===== src/hdl/ptat_pkg.sv =====
// Shared types, widths and helpers for the pan/tilt aim tracker.
// Used by ptat_axis_lane, ptat_merge and pan_tilt_aim_tracker; no dependencies.
package ptat_pkg;

  // Field and register widths.
  localparam int ANGLE_W         = 13;
  localparam int LIMIT_W         = 12;
  localparam int THR_W           = 10;
  localparam int RATE_W          = 8;
  localparam int MS_W            = 16;
  localparam int DUR_W           = 17;
  localparam int TIME_W          = 32;
  localparam int REQ_W           = 2;
  localparam int CFG_ADDR_W      = 3;
  localparam int CFG_DATA_W      = 16;

  // Angles carry this many fraction bits (1/16 degree).
  localparam int ANGLE_FRAC_BITS = 4;

  // Angle differences span twice the angle range.
  localparam int DIFF_W          = ANGLE_W + 1;
  localparam int PROD_W          = RATE_W + DIFF_W;
  localparam int SCALED_W        = PROD_W - ANGLE_FRAC_BITS;

  localparam logic [DUR_W-1:0] DUR_MAX = {DUR_W{1'b1}};

  // Register reset values.
  localparam logic [LIMIT_W-1:0] PAN_LIMIT_RST    = LIMIT_W'(1440);
  localparam logic [LIMIT_W-1:0] TILT_LIMIT_RST   = LIMIT_W'(240);
  localparam logic [THR_W-1:0]   AIM_THRESH_RST   = THR_W'(24);
  localparam logic [RATE_W-1:0]  PAN_RATE_RST     = RATE_W'(16);
  localparam logic [RATE_W-1:0]  TILT_RATE_RST    = RATE_W'(16);
  localparam logic [MS_W-1:0]    MIN_MOVE_RST     = MS_W'(75);
  localparam logic [MS_W-1:0]    CHECK_INTV_RST   = MS_W'(200);

  // Request codes of the input word.
  typedef enum logic [REQ_W-1:0] {
    REQ_SET_PAN  = 2'd0,
    REQ_SET_TILT = 2'd1,
    REQ_UPDATE   = 2'd2
  } req_e;

  // Configuration register indexes.
  typedef enum logic [CFG_ADDR_W-1:0] {
    CFG_PAN_LIMIT   = 3'd0,
    CFG_TILT_LIMIT  = 3'd1,
    CFG_AIM_THRESH  = 3'd2,
    CFG_PAN_RATE    = 3'd3,
    CFG_TILT_RATE   = 3'd4,
    CFG_MIN_MOVE    = 3'd5,
    CFG_CHECK_INTV  = 3'd6
  } cfg_idx_e;

  // Control from the merge stage to one axis lane.
  typedef struct packed {
    logic set_req;   // store a new clamped target
    logic latch;     // take the servo reading
    logic commit;    // commanded angle follows the target
  } lane_ctrl_t;

  // Status from one axis lane to the merge stage.
  typedef struct packed {
    logic                      changed;
    logic signed [ANGLE_W-1:0] target;
    logic [DUR_W-1:0]          dur;
    logic                      reached;
  } lane_stat_t;

  // Magnitude of the difference of two angles.
  function automatic logic [DIFF_W-1:0] abs_diff(input logic signed [ANGLE_W-1:0] a,
                                                 input logic signed [ANGLE_W-1:0] b);
    logic signed [DIFF_W-1:0] d;
    d = DIFF_W'(a) - DIFF_W'(b);
    return d[DIFF_W-1] ? DIFF_W'(-d) : DIFF_W'(d);
  endfunction

endpackage


===== src/hdl/ptat_axis_lane.sv =====
// One axis of the tracker: target, commanded and latched angles, move duration.
// Depends on ptat_pkg; instantiated once for pan and once for tilt.
module ptat_axis_lane (
  input  logic                                clk_i,
  input  logic                                rst_ni,
  input  ptat_pkg::lane_ctrl_t                ctrl_i,
  input  logic signed [ptat_pkg::ANGLE_W-1:0] angle_i,
  input  logic signed [ptat_pkg::ANGLE_W-1:0] reading_i,
  input  logic [ptat_pkg::LIMIT_W-1:0]        limit_i,
  input  logic [ptat_pkg::RATE_W-1:0]         rate_i,
  input  logic [ptat_pkg::THR_W-1:0]          thresh_i,
  input  logic [ptat_pkg::MS_W-1:0]           min_ms_i,
  output ptat_pkg::lane_stat_t                stat_o
);
  import ptat_pkg::*;

  logic signed [ANGLE_W-1:0] requested_q, commanded_q, latched_q;
  logic signed [ANGLE_W-1:0] requested_d, commanded_d, latched_d;
  logic signed [ANGLE_W-1:0] lim_pos, lim_neg, clamped;
  logic [DIFF_W-1:0]         mv_abs, ck_abs;
  logic [PROD_W-1:0]         prod;
  logic [SCALED_W-1:0]       scaled, floored;
  logic [DUR_W-1:0]          dur;

  // Clamp the requested angle to the signed limit.
  always_comb begin
    lim_pos = $signed({1'b0, limit_i});
    lim_neg = -lim_pos;
    if (angle_i > lim_pos) begin
      clamped = lim_pos;
    end else if (angle_i < lim_neg) begin
      clamped = lim_neg;
    end else begin
      clamped = angle_i;
    end
  end

  // The reading taken in this cycle is already used for duration and check.
  assign latched_d   = ctrl_i.latch   ? reading_i   : latched_q;
  assign requested_d = ctrl_i.set_req ? clamped     : requested_q;
  assign commanded_d = ctrl_i.commit  ? requested_q : commanded_q;

  // Move duration: rate times travel, scaled to degrees, floored and saturated.
  always_comb begin
    mv_abs  = abs_diff(latched_d, requested_q);
    prod    = PROD_W'(rate_i) * PROD_W'(mv_abs);
    scaled  = prod[PROD_W-1:ANGLE_FRAC_BITS];
    floored = (scaled < SCALED_W'(min_ms_i)) ? SCALED_W'(min_ms_i) : scaled;
    dur     = (floored > SCALED_W'(DUR_MAX)) ? DUR_MAX : floored[DUR_W-1:0];
  end

  // Position-reached test against the commanded angle.
  assign ck_abs = abs_diff(latched_d, commanded_q);

  always_comb begin
    stat_o.changed = (commanded_q != requested_q);
    stat_o.target  = requested_q;
    stat_o.dur     = dur;
    stat_o.reached = (ck_abs < DIFF_W'(thresh_i));
  end

  // Axis state.
  always_ff @(posedge clk_i or negedge rst_ni) begin
    if (!rst_ni) begin
      requested_q <= '0;
      commanded_q <= '0;
      latched_q   <= '0;
    end else begin
      requested_q <= requested_d;
      commanded_q <= commanded_d;
      latched_q   <= latched_d;
    end
  end

endmodule


===== src/hdl/ptat_merge.sv =====
// Merge stage: decides move or check for each word, drives the lanes, keeps the
// aimed flag and check time, and holds the output register. Depends on ptat_pkg.
module ptat_merge (
  input  logic                                clk_i,
  input  logic                                rst_ni,
  input  logic                                in_valid_i,
  output logic                                in_ready_o,
  input  logic [ptat_pkg::REQ_W-1:0]          req_type_i,
  input  logic [ptat_pkg::TIME_W-1:0]         now_ms_i,
  input  logic                                pan_reading_ok_i,
  input  logic                                tilt_reading_ok_i,
  input  logic [ptat_pkg::MS_W-1:0]           check_interval_i,
  input  ptat_pkg::lane_stat_t                pan_stat_i,
  input  ptat_pkg::lane_stat_t                tilt_stat_i,
  output ptat_pkg::lane_ctrl_t                pan_ctrl_o,
  output ptat_pkg::lane_ctrl_t                tilt_ctrl_o,
  output logic                                out_valid_o,
  input  logic                                out_ready_i,
  output logic                                pan_move_o,
  output logic signed [ptat_pkg::ANGLE_W-1:0] pan_move_angle_o,
  output logic [ptat_pkg::DUR_W-1:0]          pan_move_ms_o,
  output logic                                tilt_move_o,
  output logic signed [ptat_pkg::ANGLE_W-1:0] tilt_move_angle_o,
  output logic [ptat_pkg::DUR_W-1:0]          tilt_move_ms_o,
  output logic                                new_target_o,
  output logic                                aimed_o
);
  import ptat_pkg::*;

  logic                accept;
  logic                set_pan, set_tilt, is_upd;
  logic                any_chg, mv, chk, rd;
  logic [TIME_W-1:0]   due;
  logic                aimed_q, aimed_d;
  logic [TIME_W-1:0]   last_chk_q, last_chk_d;
  logic                out_valid_q, out_valid_d;

  logic                      pan_move_q, tilt_move_q, new_target_q, aimed_out_q;
  logic signed [ANGLE_W-1:0] pan_ang_q, tilt_ang_q;
  logic [DUR_W-1:0]          pan_ms_q, tilt_ms_q;

  // A new word enters whenever the output register is empty or drains.
  assign in_ready_o = !out_valid_q || out_ready_i;
  assign accept     = in_valid_i && in_ready_o;

  // Decode the request.
  always_comb begin
    set_pan  = 1'b0;
    set_tilt = 1'b0;
    is_upd   = 1'b0;
    case (req_type_i)
      REQ_SET_PAN:  set_pan  = 1'b1;
      REQ_SET_TILT: set_tilt = 1'b1;
      REQ_UPDATE:   is_upd   = 1'b1;
      default: ;
    endcase
  end

  // Move when a target changed; otherwise check, unless aimed, after the interval.
  assign any_chg = pan_stat_i.changed || tilt_stat_i.changed;
  assign due     = last_chk_q + TIME_W'(check_interval_i);
  assign mv      = is_upd && any_chg;
  assign chk     = is_upd && !any_chg && !aimed_q && (now_ms_i > due);
  assign rd      = mv || chk;

  // Lane controls; tilt is read only behind a valid pan reading.
  always_comb begin
    pan_ctrl_o.set_req  = accept && set_pan;
    pan_ctrl_o.latch    = accept && rd && pan_reading_ok_i;
    pan_ctrl_o.commit   = accept && mv && pan_stat_i.changed;
    tilt_ctrl_o.set_req = accept && set_tilt;
    tilt_ctrl_o.latch   = accept && rd && pan_reading_ok_i && tilt_reading_ok_i;
    tilt_ctrl_o.commit  = accept && mv && tilt_stat_i.changed;
  end

  // Aimed flag and check time.
  always_comb begin
    aimed_d    = aimed_q;
    last_chk_d = last_chk_q;
    if (accept && mv) begin
      aimed_d = 1'b0;
    end else if (accept && chk) begin
      last_chk_d = now_ms_i;
      if (pan_reading_ok_i && tilt_reading_ok_i &&
          pan_stat_i.reached && tilt_stat_i.reached) begin
        aimed_d = 1'b1;
      end
    end
  end

  assign out_valid_d = accept ? 1'b1 : (out_ready_i ? 1'b0 : out_valid_q);

  // Control state.
  always_ff @(posedge clk_i or negedge rst_ni) begin
    if (!rst_ni) begin
      aimed_q     <= 1'b0;
      last_chk_q  <= '0;
      out_valid_q <= 1'b0;
    end else begin
      aimed_q     <= aimed_d;
      last_chk_q  <= last_chk_d;
      out_valid_q <= out_valid_d;
    end
  end

  // Output register, loaded with each accepted word.
  always_ff @(posedge clk_i) begin
    if (accept) begin
      pan_move_q   <= mv && pan_stat_i.changed;
      pan_ang_q    <= (mv && pan_stat_i.changed) ? pan_stat_i.target : '0;
      pan_ms_q     <= (mv && pan_stat_i.changed) ? pan_stat_i.dur : '0;
      tilt_move_q  <= mv && tilt_stat_i.changed;
      tilt_ang_q   <= (mv && tilt_stat_i.changed) ? tilt_stat_i.target : '0;
      tilt_ms_q    <= (mv && tilt_stat_i.changed) ? tilt_stat_i.dur : '0;
      new_target_q <= mv;
      aimed_out_q  <= aimed_d;
    end
  end

  assign out_valid_o       = out_valid_q;
  assign pan_move_o        = pan_move_q;
  assign pan_move_angle_o  = pan_ang_q;
  assign pan_move_ms_o     = pan_ms_q;
  assign tilt_move_o       = tilt_move_q;
  assign tilt_move_angle_o = tilt_ang_q;
  assign tilt_move_ms_o    = tilt_ms_q;
  assign new_target_o      = new_target_q;
  assign aimed_o           = aimed_out_q;

endmodule


===== src/hdl/pan_tilt_aim_tracker.sv =====
// Top level of the pan/tilt aim tracker: configuration registers, two axis
// lanes and the merge stage. Depends on ptat_pkg, ptat_axis_lane, ptat_merge.
//
// Usage: input words arrive on in_valid_i/in_ready_o carrying a request type
// (set pan target, set tilt target, update tick), an angle, the millisecond
// time and both servo readings. Every accepted word yields exactly one result
// word on out_valid_o/out_ready_i with the move commands, the new-target flag
// and the aimed flag. One word is taken per cycle while in_ready_o is high:
// both axis lanes compute clamp, travel, duration and reached test in the
// cycle of acceptance, and the merge stage registers the result. When the
// receiver stalls, the result stays in the output register and in_ready_o
// drops until it is taken; a word is still accepted in the same cycle that
// the held result leaves. Reset clears the lane angles, the aimed flag and
// the check time and loads the register defaults. Configuration is a plain
// write port (cfg_we_i, cfg_addr_i, cfg_wdata_i), to be written only while
// idle; the user must keep to this, the block does not enforce it.
module pan_tilt_aim_tracker (
  input  logic                                clk_i,
  input  logic                                rst_ni,
  input  logic                                cfg_we_i,
  input  logic [ptat_pkg::CFG_ADDR_W-1:0]     cfg_addr_i,
  input  logic [ptat_pkg::CFG_DATA_W-1:0]     cfg_wdata_i,
  input  logic                                in_valid_i,
  output logic                                in_ready_o,
  input  logic [ptat_pkg::REQ_W-1:0]          req_type_i,
  input  logic signed [ptat_pkg::ANGLE_W-1:0] angle_i,
  input  logic [ptat_pkg::TIME_W-1:0]         now_ms_i,
  input  logic signed [ptat_pkg::ANGLE_W-1:0] pan_reading_i,
  input  logic                                pan_reading_ok_i,
  input  logic signed [ptat_pkg::ANGLE_W-1:0] tilt_reading_i,
  input  logic                                tilt_reading_ok_i,
  output logic                                out_valid_o,
  input  logic                                out_ready_i,
  output logic                                pan_move_o,
  output logic signed [ptat_pkg::ANGLE_W-1:0] pan_move_angle_o,
  output logic [ptat_pkg::DUR_W-1:0]          pan_move_ms_o,
  output logic                                tilt_move_o,
  output logic signed [ptat_pkg::ANGLE_W-1:0] tilt_move_angle_o,
  output logic [ptat_pkg::DUR_W-1:0]          tilt_move_ms_o,
  output logic                                new_target_o,
  output logic                                aimed_o
);
  import ptat_pkg::*;

  logic [LIMIT_W-1:0] pan_limit_q, tilt_limit_q;
  logic [THR_W-1:0]   aim_thresh_q;
  logic [RATE_W-1:0]  pan_rate_q, tilt_rate_q;
  logic [MS_W-1:0]    min_move_q, check_intv_q;

  lane_ctrl_t pan_ctrl, tilt_ctrl;
  lane_stat_t pan_stat, tilt_stat;

  // Configuration registers.
  always_ff @(posedge clk_i or negedge rst_ni) begin
    if (!rst_ni) begin
      pan_limit_q  <= PAN_LIMIT_RST;
      tilt_limit_q <= TILT_LIMIT_RST;
      aim_thresh_q <= AIM_THRESH_RST;
      pan_rate_q   <= PAN_RATE_RST;
      tilt_rate_q  <= TILT_RATE_RST;
      min_move_q   <= MIN_MOVE_RST;
      check_intv_q <= CHECK_INTV_RST;
    end else if (cfg_we_i) begin
      case (cfg_addr_i)
        CFG_PAN_LIMIT:  pan_limit_q  <= cfg_wdata_i[LIMIT_W-1:0];
        CFG_TILT_LIMIT: tilt_limit_q <= cfg_wdata_i[LIMIT_W-1:0];
        CFG_AIM_THRESH: aim_thresh_q <= cfg_wdata_i[THR_W-1:0];
        CFG_PAN_RATE:   pan_rate_q   <= cfg_wdata_i[RATE_W-1:0];
        CFG_TILT_RATE:  tilt_rate_q  <= cfg_wdata_i[RATE_W-1:0];
        CFG_MIN_MOVE:   min_move_q   <= cfg_wdata_i[MS_W-1:0];
        CFG_CHECK_INTV: check_intv_q <= cfg_wdata_i[MS_W-1:0];
        default: ;
      endcase
    end
  end

  // Pan lane.
  ptat_axis_lane u_pan_lane (
    .clk_i     (clk_i),
    .rst_ni    (rst_ni),
    .ctrl_i    (pan_ctrl),
    .angle_i   (angle_i),
    .reading_i (pan_reading_i),
    .limit_i   (pan_limit_q),
    .rate_i    (pan_rate_q),
    .thresh_i  (aim_thresh_q),
    .min_ms_i  (min_move_q),
    .stat_o    (pan_stat)
  );

  // Tilt lane.
  ptat_axis_lane u_tilt_lane (
    .clk_i     (clk_i),
    .rst_ni    (rst_ni),
    .ctrl_i    (tilt_ctrl),
    .angle_i   (angle_i),
    .reading_i (tilt_reading_i),
    .limit_i   (tilt_limit_q),
    .rate_i    (tilt_rate_q),
    .thresh_i  (aim_thresh_q),
    .min_ms_i  (min_move_q),
    .stat_o    (tilt_stat)
  );

  // Decision, aimed flag and output register.
  ptat_merge u_merge (
    .clk_i             (clk_i),
    .rst_ni            (rst_ni),
    .in_valid_i        (in_valid_i),
    .in_ready_o        (in_ready_o),
    .req_type_i        (req_type_i),
    .now_ms_i          (now_ms_i),
    .pan_reading_ok_i  (pan_reading_ok_i),
    .tilt_reading_ok_i (tilt_reading_ok_i),
    .check_interval_i  (check_intv_q),
    .pan_stat_i        (pan_stat),
    .tilt_stat_i       (tilt_stat),
    .pan_ctrl_o        (pan_ctrl),
    .tilt_ctrl_o       (tilt_ctrl),
    .out_valid_o       (out_valid_o),
    .out_ready_i       (out_ready_i),
    .pan_move_o        (pan_move_o),
    .pan_move_angle_o  (pan_move_angle_o),
    .pan_move_ms_o     (pan_move_ms_o),
    .tilt_move_o       (tilt_move_o),
    .tilt_move_angle_o (tilt_move_angle_o),
    .tilt_move_ms_o    (tilt_move_ms_o),
    .new_target_o      (new_target_o),
    .aimed_o           (aimed_o)
  );

endmodule

===== config.mk =====
export PLATFORM = sky130hd
export DESIGN_NAME = pan_tilt_aim_tracker
export DESIGN_NICKNAME = d
export VERILOG_FILES = /design/src/hdl/ptat_pkg.sv /design/src/hdl/ptat_axis_lane.sv /design/src/hdl/ptat_merge.sv /design/src/hdl/pan_tilt_aim_tracker.sv
export SDC_FILE = /design/constraint.sdc
export NUM_CORES = 1
export LEC_CHECK = 0
export ABC_AREA = 1
export BUFFER_PORTS_ARGS = -buffer_cell sky130_fd_sc_hd__buf_2
export CAP_MARGIN = 20
export CORE_MARGIN = 5
export CORE_UTILIZATION = 55
export CTS_BUF_LIST = sky130_fd_sc_hd__clkbuf_16
export CTS_CLUSTER_DIAMETER = 120
export DETAILED_ROUTE_END_ITERATION = 12
export PLACE_DENSITY = 0.74
export SLEW_MARGIN = 20
export SYNTH_ARGS = -nofsm -noshare
export SYNTH_HDL_FRONTEND = slang
export SYNTH_SLANG_ARGS = --single-unit

===== constraint.sdc =====
create_clock -name clk_i -period 12.19 [get_ports clk_i]
set_input_delay 1.219 -clock clk_i [delete_from_list [all_inputs] [get_ports clk_i]]
set_output_delay 1.219 -clock clk_i [all_outputs]
set_load 0.01 [all_outputs]

==> impl_metrics.toml, run 1 <==
[cells_and_area]
drive_above_1_share = 0.172
area_growth_pct = 16.5
nets = 4025
final.fill_count = 3902
fin_util = 0.644
final_cell_mix = "nand2_1 (658), inv_1 (517), nor2_1 (303), ha_1 (245), o21ai_0 (194)"
layout.cells.most_common = "nand2_1"

[setup_path]
worst-path-buf-inv = 9
crit_path_end_kind = "register"
critPathKind = "reg2reg"
required_ns = 12.53
critical-path-top-delay-family = "adder cells"
critPathMaxStageDelay_ns = 0.53
arrival_ns = 12.16
slowest_stage = "fa_1"
crit_cells = 72
critPathMaxFanout = 7
start_kind = "register"
crit_path_frequent_cell = "nand2_1"
r2r.worst_path.cells = 72

[clocking]
clk_latency_ns = 0.60
clk_pin_slew_ns = 0.06
cts_hold_buf = 0
cts_buffer_depth = 3
cts_made_buffers = 30
htreeDepth = 1
clock-root-buffer = "clkbuf_16"
cts_tree = "built"
clock-sinks = 258

[detailed_routing]
drt_wl_total_mm = 73.5
ant_nets = 0
drt_iter0_drc = 1911
vias = 22900
drc = 0
viasPerCell = 5.55
wire_per_inst_um = 17.8
dr.pass1.iters = 8

[die]
core_um2 = 46400
die_w_um = 226
ios = 165
die_area_um2 = 51000
start_util = 0.553
fp.dieH_um = 226
fp-row-count = 79

[synth]
synthesis.instances = 3268
syn_area_per_cell_um2 = 7.84
ys.flop_type = "dfrtp_1"
synth.distinct_cells = 63
synth_nets = 3796
synth_edf_count = 64
synth_warnings = 0
yosysTopAreaCell = "dfrtp_1"
yosys-top-cells-area = "dfrtp_1 (17%), ha_1 (14%), fa_1 (12%)"
syn-cell-area_um2 = 25600
async_flop_share = 0.752
synth_top_area_frac = 0.171
yosysSeqAreaShare = 0.265
synth-seq-cells = 258

[global_route]
grt_pass1_vias = 21695
grt_pass1_wl_mm = 114
grt_use_total = 0.277
grt_remaining_overflow = 0
grt_max_degree = 73
antenna_found_initial = 2

[run]
maxCapViolCount = 0

[timing]
worst_clock_skew_ns = 0.0228
post-route-min-period_ns = 11.83
min_period_over_period = 0.970
fmax_mhz = 84.6
finalSetupViolations = 0
rsz0062_at_grt = "true"
fin_hold_ws_ns = 0.484
drv_slew = 0
hold_viol_final = 0
timing.slew.headroom = 0.336
worstMarginPinSlew_ns = 0.982

[place]
place_congestion = 0.932
port_buffers = 164
place_hpwl_mm = 56.1

[min_path]
hold_depth = 2
hold_class = "reg2reg"

[outcome]
status = "completed"
## final cells by class
type / count / area, µm² / share of cell area
Multi-Input combinational cell: 2413 / 17700 / 0.593
Sequential cell: 258 / 6800 / 0.228
Inverter: 540 / 2040 / 0.0685
Timing Repair Buffer: 254 / 1560 / 0.0521
Tap cell: 607 / 759 / 0.0254
Clock buffer: 30 / 751 / 0.0252
Clock inverter: 26 / 228 / 0.00763
Antenna cell: 1 / 2.50 / 0.0000838
## what timing repair did
item	in CTS	in global routing
buffers inserted	0	49
resized for setup	5	262
cloned	1	4
pin swaps	1	108
endpoints found under the setup margin	15	32
## worst paths after layout
kind                                                    from                                 endpoint  slack (ns)
max in group asynchronous                             rst_ni                pan_rate_q[7]$_DFFE_PN0P_       10.31
min                                min_move_q[5]$_DFFE_PN0P_                min_move_q[5]$_DFFE_PN0P_        0.48
max                        u_merge.last_chk_q[0]$_DFFE_PN0P_  u_merge.tilt_move_ms_o[9]$_SDFFCE_PN0P_        0.36
max reg2reg                u_merge.last_chk_q[0]$_DFFE_PN0P_  u_merge.tilt_move_ms_o[9]$_SDFFCE_PN0P_        0.36
min reg2reg                        min_move_q[5]$_DFFE_PN0P_                min_move_q[5]$_DFFE_PN0P_        0.48
min in group asynchronous                             rst_ni       u_merge.last_chk_q[19]$_DFFE_PN0P_        0.59
## stage by stage
step | std cells | setup WS (ns) | setup TNS [ns] | cell area [µm²]
3_3_place_gp | 4018 | 0.113 | 0 | 27300
3_5_place_dp | 4018 | -0.0251 | -0.0251 | 27300
2_1_floorplan | 3268 | 0.788 | 0 | 25600
5_1_grt | 4129 | -0.245 | -6.45 | 29800
6_report | 4129 | 0.363 | 0 | 29800
4_1_cts | 4075 | 0.00347 | 0 | 28300
## synth_stat cells, drive strengths merged (6+ instances only)
library cell,n
xor2,116
buf,13
o22ai,14
fa,149
nand3,132
nor3,34
nand3b,9
clkbuf,48
nor2,335
nand2,700
dfstp,19
o211ai,25
a21oi,167
clkinv,6
o21bai,13
and2,6
ha,280
xnor2,38
mux2,36
nor4,9
inv,534
o21ai,236
edfxtp,64
a31oi,11
nand4,46
a21o,7
or2,9
dfrtp,175
o2111ai,6
## logic make-up after synthesis
family	count (synthesis)	synth area share
flip-flops	258	0.265
adder cells (fa/ha/maj)	429	0.253
AO/OA/AOI/OAI	504	0.111
buffers and inverters	601	0.0897
XOR/XNOR	154	0.0535
AND/OR/NAND/NOR	1286	0.212
multiplexers	36	0.0158
## registers in the layout, indices dropped and copies added, names as in the netlist
signal,flops
aim_thresh_q,10
check_intv_q,16
min_move_q,16
pan_limit_q,12
pan_rate_q,8
tilt_limit_q,12
tilt_rate_q,8
u_merge.aimed_o,1
u_merge.aimed_q,1
u_merge.last_chk_q,32
u_merge.new_target_o,1
u_merge.out_valid_o,1
u_merge.pan_move_angle_o,13
u_merge.pan_move_ms_o,17
u_merge.pan_move_o,1
u_merge.tilt_move_angle_o,13
u_merge.tilt_move_ms_o,17
u_merge.tilt_move_o,1
u_pan_lane.commanded_q,13
u_pan_lane.latched_q,13
u_pan_lane.requested_q,13
u_tilt_lane.commanded_q,13
u_tilt_lane.latched_q,13
u_tilt_lane.requested_q,13
## layer usage
layer  up-vias  track usage  wire, µm
li1      11036            -         -
met1     10861        0.388     31800
met2       834        0.453     34200
met3       169       0.0328      4950
met4         0       0.0861      2620
met5         -            0         0
## tightest hold or removal path, cell delays in order, from the launching register on
cell	delay [ns]
dfrtp_1	0.34
nand2_1	0.05
o21ai_0	0.06
Power of run 1 is left out: the tool's default activity adds up to more than one toggle a clock period on the data nets, which glitch-free logic cannot reach.
==> inputs of run 2 (changes only) <==
- REMOVE_ABC_BUFFERS: unset -> 1
- SYNTH_HIERARCHICAL: unset -> 1
==> run 2 against run 1 <==
  * Cell count is 8.3% higher
  * Flip-flop and latch count stayed put
  * Critical path depth is 12 lower
==> impl_metrics.toml, run 2 <==
[outcome]
status = "completed"

[die]
die_w_um = 232
die_area_um2 = 53700
start_util = 0.555
fp-row-count = 81
core_um2 = 48700
fp.dieH_um = 232
ios = 165

[synth]
yosysTopAreaCell = "dfrtp_1"
synth-xor-area-share = 0.0529
synth_top_area_frac = 0.162
synth_warnings = 6
yosys-top-cells-area = "dfrtp_1 (16%), ha_1 (13%), nand2_1 (13%)"
ys_top_cells_by_count = "nand2_1 (910), inv_1 (591), nor2_1 (380)"
synth-compound-area-share = 0.0914
yosysMostFrequentCell = "nand2_1"
synth_edf_count = 64
synth_simple_gate_area_share = 0.257
yosysSeqAreaShare = 0.251
synthAdderAreaFrac = 0.240
syn-cell-area_um2 = 27000
synth_top_family_by_area = "simple AND/OR/NAND/NOR gates"
async_flop_share = 0.752
ys.flop_type = "dfrtp_1"
synthMuxAreaShare = 0.00916
synth-seq-cells = 258
synthesis.instances = 3622
syn_area_per_cell_um2 = 7.47
synth.distinct_cells = 64

[timing]
timing.slew.headroom = 0.343
finalSetupViolations = 0
min_period_over_period = 0.943
hold_viol_final = 0
worst_clock_skew_ns = 0.0166
post-route-min-period_ns = 11.50
drv_slew = 0
worstMarginPinSlew_ns = 0.982
fmax_mhz = 87.0
fin_hold_ws_ns = 0.475

[cells_and_area]
drive_above_1_share = 0.108
seqCellArea_um2 = 6800
nets = 4306
layout.cells.most_common = "nand2_1"
area_growth_pct = 10.5
largest-register = "u_merge/last_chk_q"
final.fill_count = 4453
final_cell_mix = "nand2_1 (909), inv_1 (599), nor2_1 (376), ha_1 (277), nand3_1 (204)"
largest_reg_flops = 32
multi_input_area_um2 = 17800

[setup_path]
required_ns = 12.47
critPathMaxFanout = 15
critPathMaxStageDelay_ns = 0.54
critPathLaunch = "check_intv_q[0]$_DFFE_PN0P_"
slowest_stage = "fa_1"
r2r_start = "check_intv_q[0]$_DFFE_PN0P_"
arrival_ns = 11.78
critPathKind = "reg2reg"
crit_path_end_kind = "register"
start_kind = "register"
crit_path_frequent_cell = "nand2_1"
ff2ff_setup_slack_ns = 0.69

[clocking]
cts_made_buffers = 35
clock-sinks = 258
cts_hold_buf = 0
htreeDepth = 2
clk_pin_slew_ns = 0.06
clock-root-buffer = "clkbuf_16"
cts_buffer_depth = 3
cts_tree = "built"
clk_latency_ns = 0.55

[min_path]
worstHoldStart = "check_intv_q[7]$_DFFE_PN1P_"
hold_class = "reg2reg"

[global_route]
grt_use_total = 0.277
grt_pass1_wl_mm = 121
antenna_found_initial = 5
grt_max_degree = 69
grt_remaining_overflow = 0
grt_pass1_vias = 23585

[detailed_routing]
ant_nets = 0
drt_wl_total_mm = 75.8
drt_iter0_drc = 1926
drc = 0
viasPerCell = 5.41
vias = 24183
wire_per_inst_um = 16.9
dr.pass1.iters = 6

[place]
place_hpwl_mm = 59.8
port_buffers = 164
place_congestion = 0.978

[run]
maxCapViolCount = 0
## run 2: changes by cell type in the layout (fill, tap and decap cells not counted), moves of 21 or more
cell     change
ha_4        -29
buf_4       -66
nand3_1     +85
a21oi_1     +35
ha_1        +32
inv_1       +82
nand2_1    +251
o21ai_1     -21
o21ai_0     -79
nor2_1      +73
## run 2: metal layers
metal | GRT usage | share of wire | up-vias
met5 | 0 | 0.00053 | -
li1 | - | - | 11881
met1 | 0.372 | 0.43 | 11359
met4 | 0.0919 | 0.032 | 6
met2 | 0.463 | 0.47 | 785
met3 | 0.0411 | 0.064 | 152
## run 2: critical path, delay by kind of cell (launching register included)
family,cells,cell delay (ns)
fa+ha+maj,10,4.07
simple gates,29,3.44
compound gates,10,1.68
buf+inv,7,0.71
xor+xnor,3,0.58
mux,1,0.40
flops,1,0.34
## run 2: cell type report
cell class | instances | share of cell area
well taps | 664 | 0.0278
clock inverters | 27 | 0.00661
diodes | 3 | 0.000251
multi-input cells | 2682 | 0.596
clock buffers | 37 | 0.0310
repair buffers | 185 | 0.0333
inverters | 616 | 0.0774
flip-flops and latches | 258 | 0.227
## run 2: timing repair
action,CTS,global route
hold endpoints to repair,0,0
endpoints found under the setup margin,0,32
setup buffers,0,3
resized for setup,0,36
## run 2: final timing paths
| check | endpoint | depth (start not counted) |
|---|---|---|
| max | u_merge/pan_move_ms_o[5]$_SDFFCE_PN0P_ | 60 |
| min | check_intv_q[7]$_DFFE_PN1P_ | 2 |
| max reg2reg | u_merge/pan_move_ms_o[5]$_SDFFCE_PN0P_ | 60 |
| min reg2reg | check_intv_q[7]$_DFFE_PN1P_ | 2 |
| max in group asynchronous | aim_thresh_q[2]$_DFFE_PN0P_ | 2 |
| min in group asynchronous | u_tilt_lane/requested_q[9]$_DFFE_PN0P_ | 1 |
## run 2: logic make-up (layout without fill, tap and decap cells)
| logic type | Yosys count | in the layout |
|---|---|---|
| buffers and inverters | 684 | 865 |
| other | 0 | 3 |
| muxes | 22 | 22 |
| and+or+nand+nor | 1657 | 1659 |
| xor gates and xnor gates | 150 | 150 |
| DFF | 258 | 258 |
| AOI/OAI and AO/OA | 422 | 422 |
| adders and majority gates | 429 | 429 |
## run 2: per-stage QoR
step	utilization	cell area [µm²]	TNS [ns]	setup WS, ns	std cells
after floorplan	-	26700	-6.31	-0.274	3554
after global placement	0.585	28500	0	0.397	4400
after detailed placement	0.585	28500	0	0.307	4400
after CTS	0.608	29600	0	0.226	4464
after global routing	0.613	29900	-0.0177	-0.00688	4469
final	0.613	29900	0	0.692	4472
Power of run 2 is left out for the same reason.
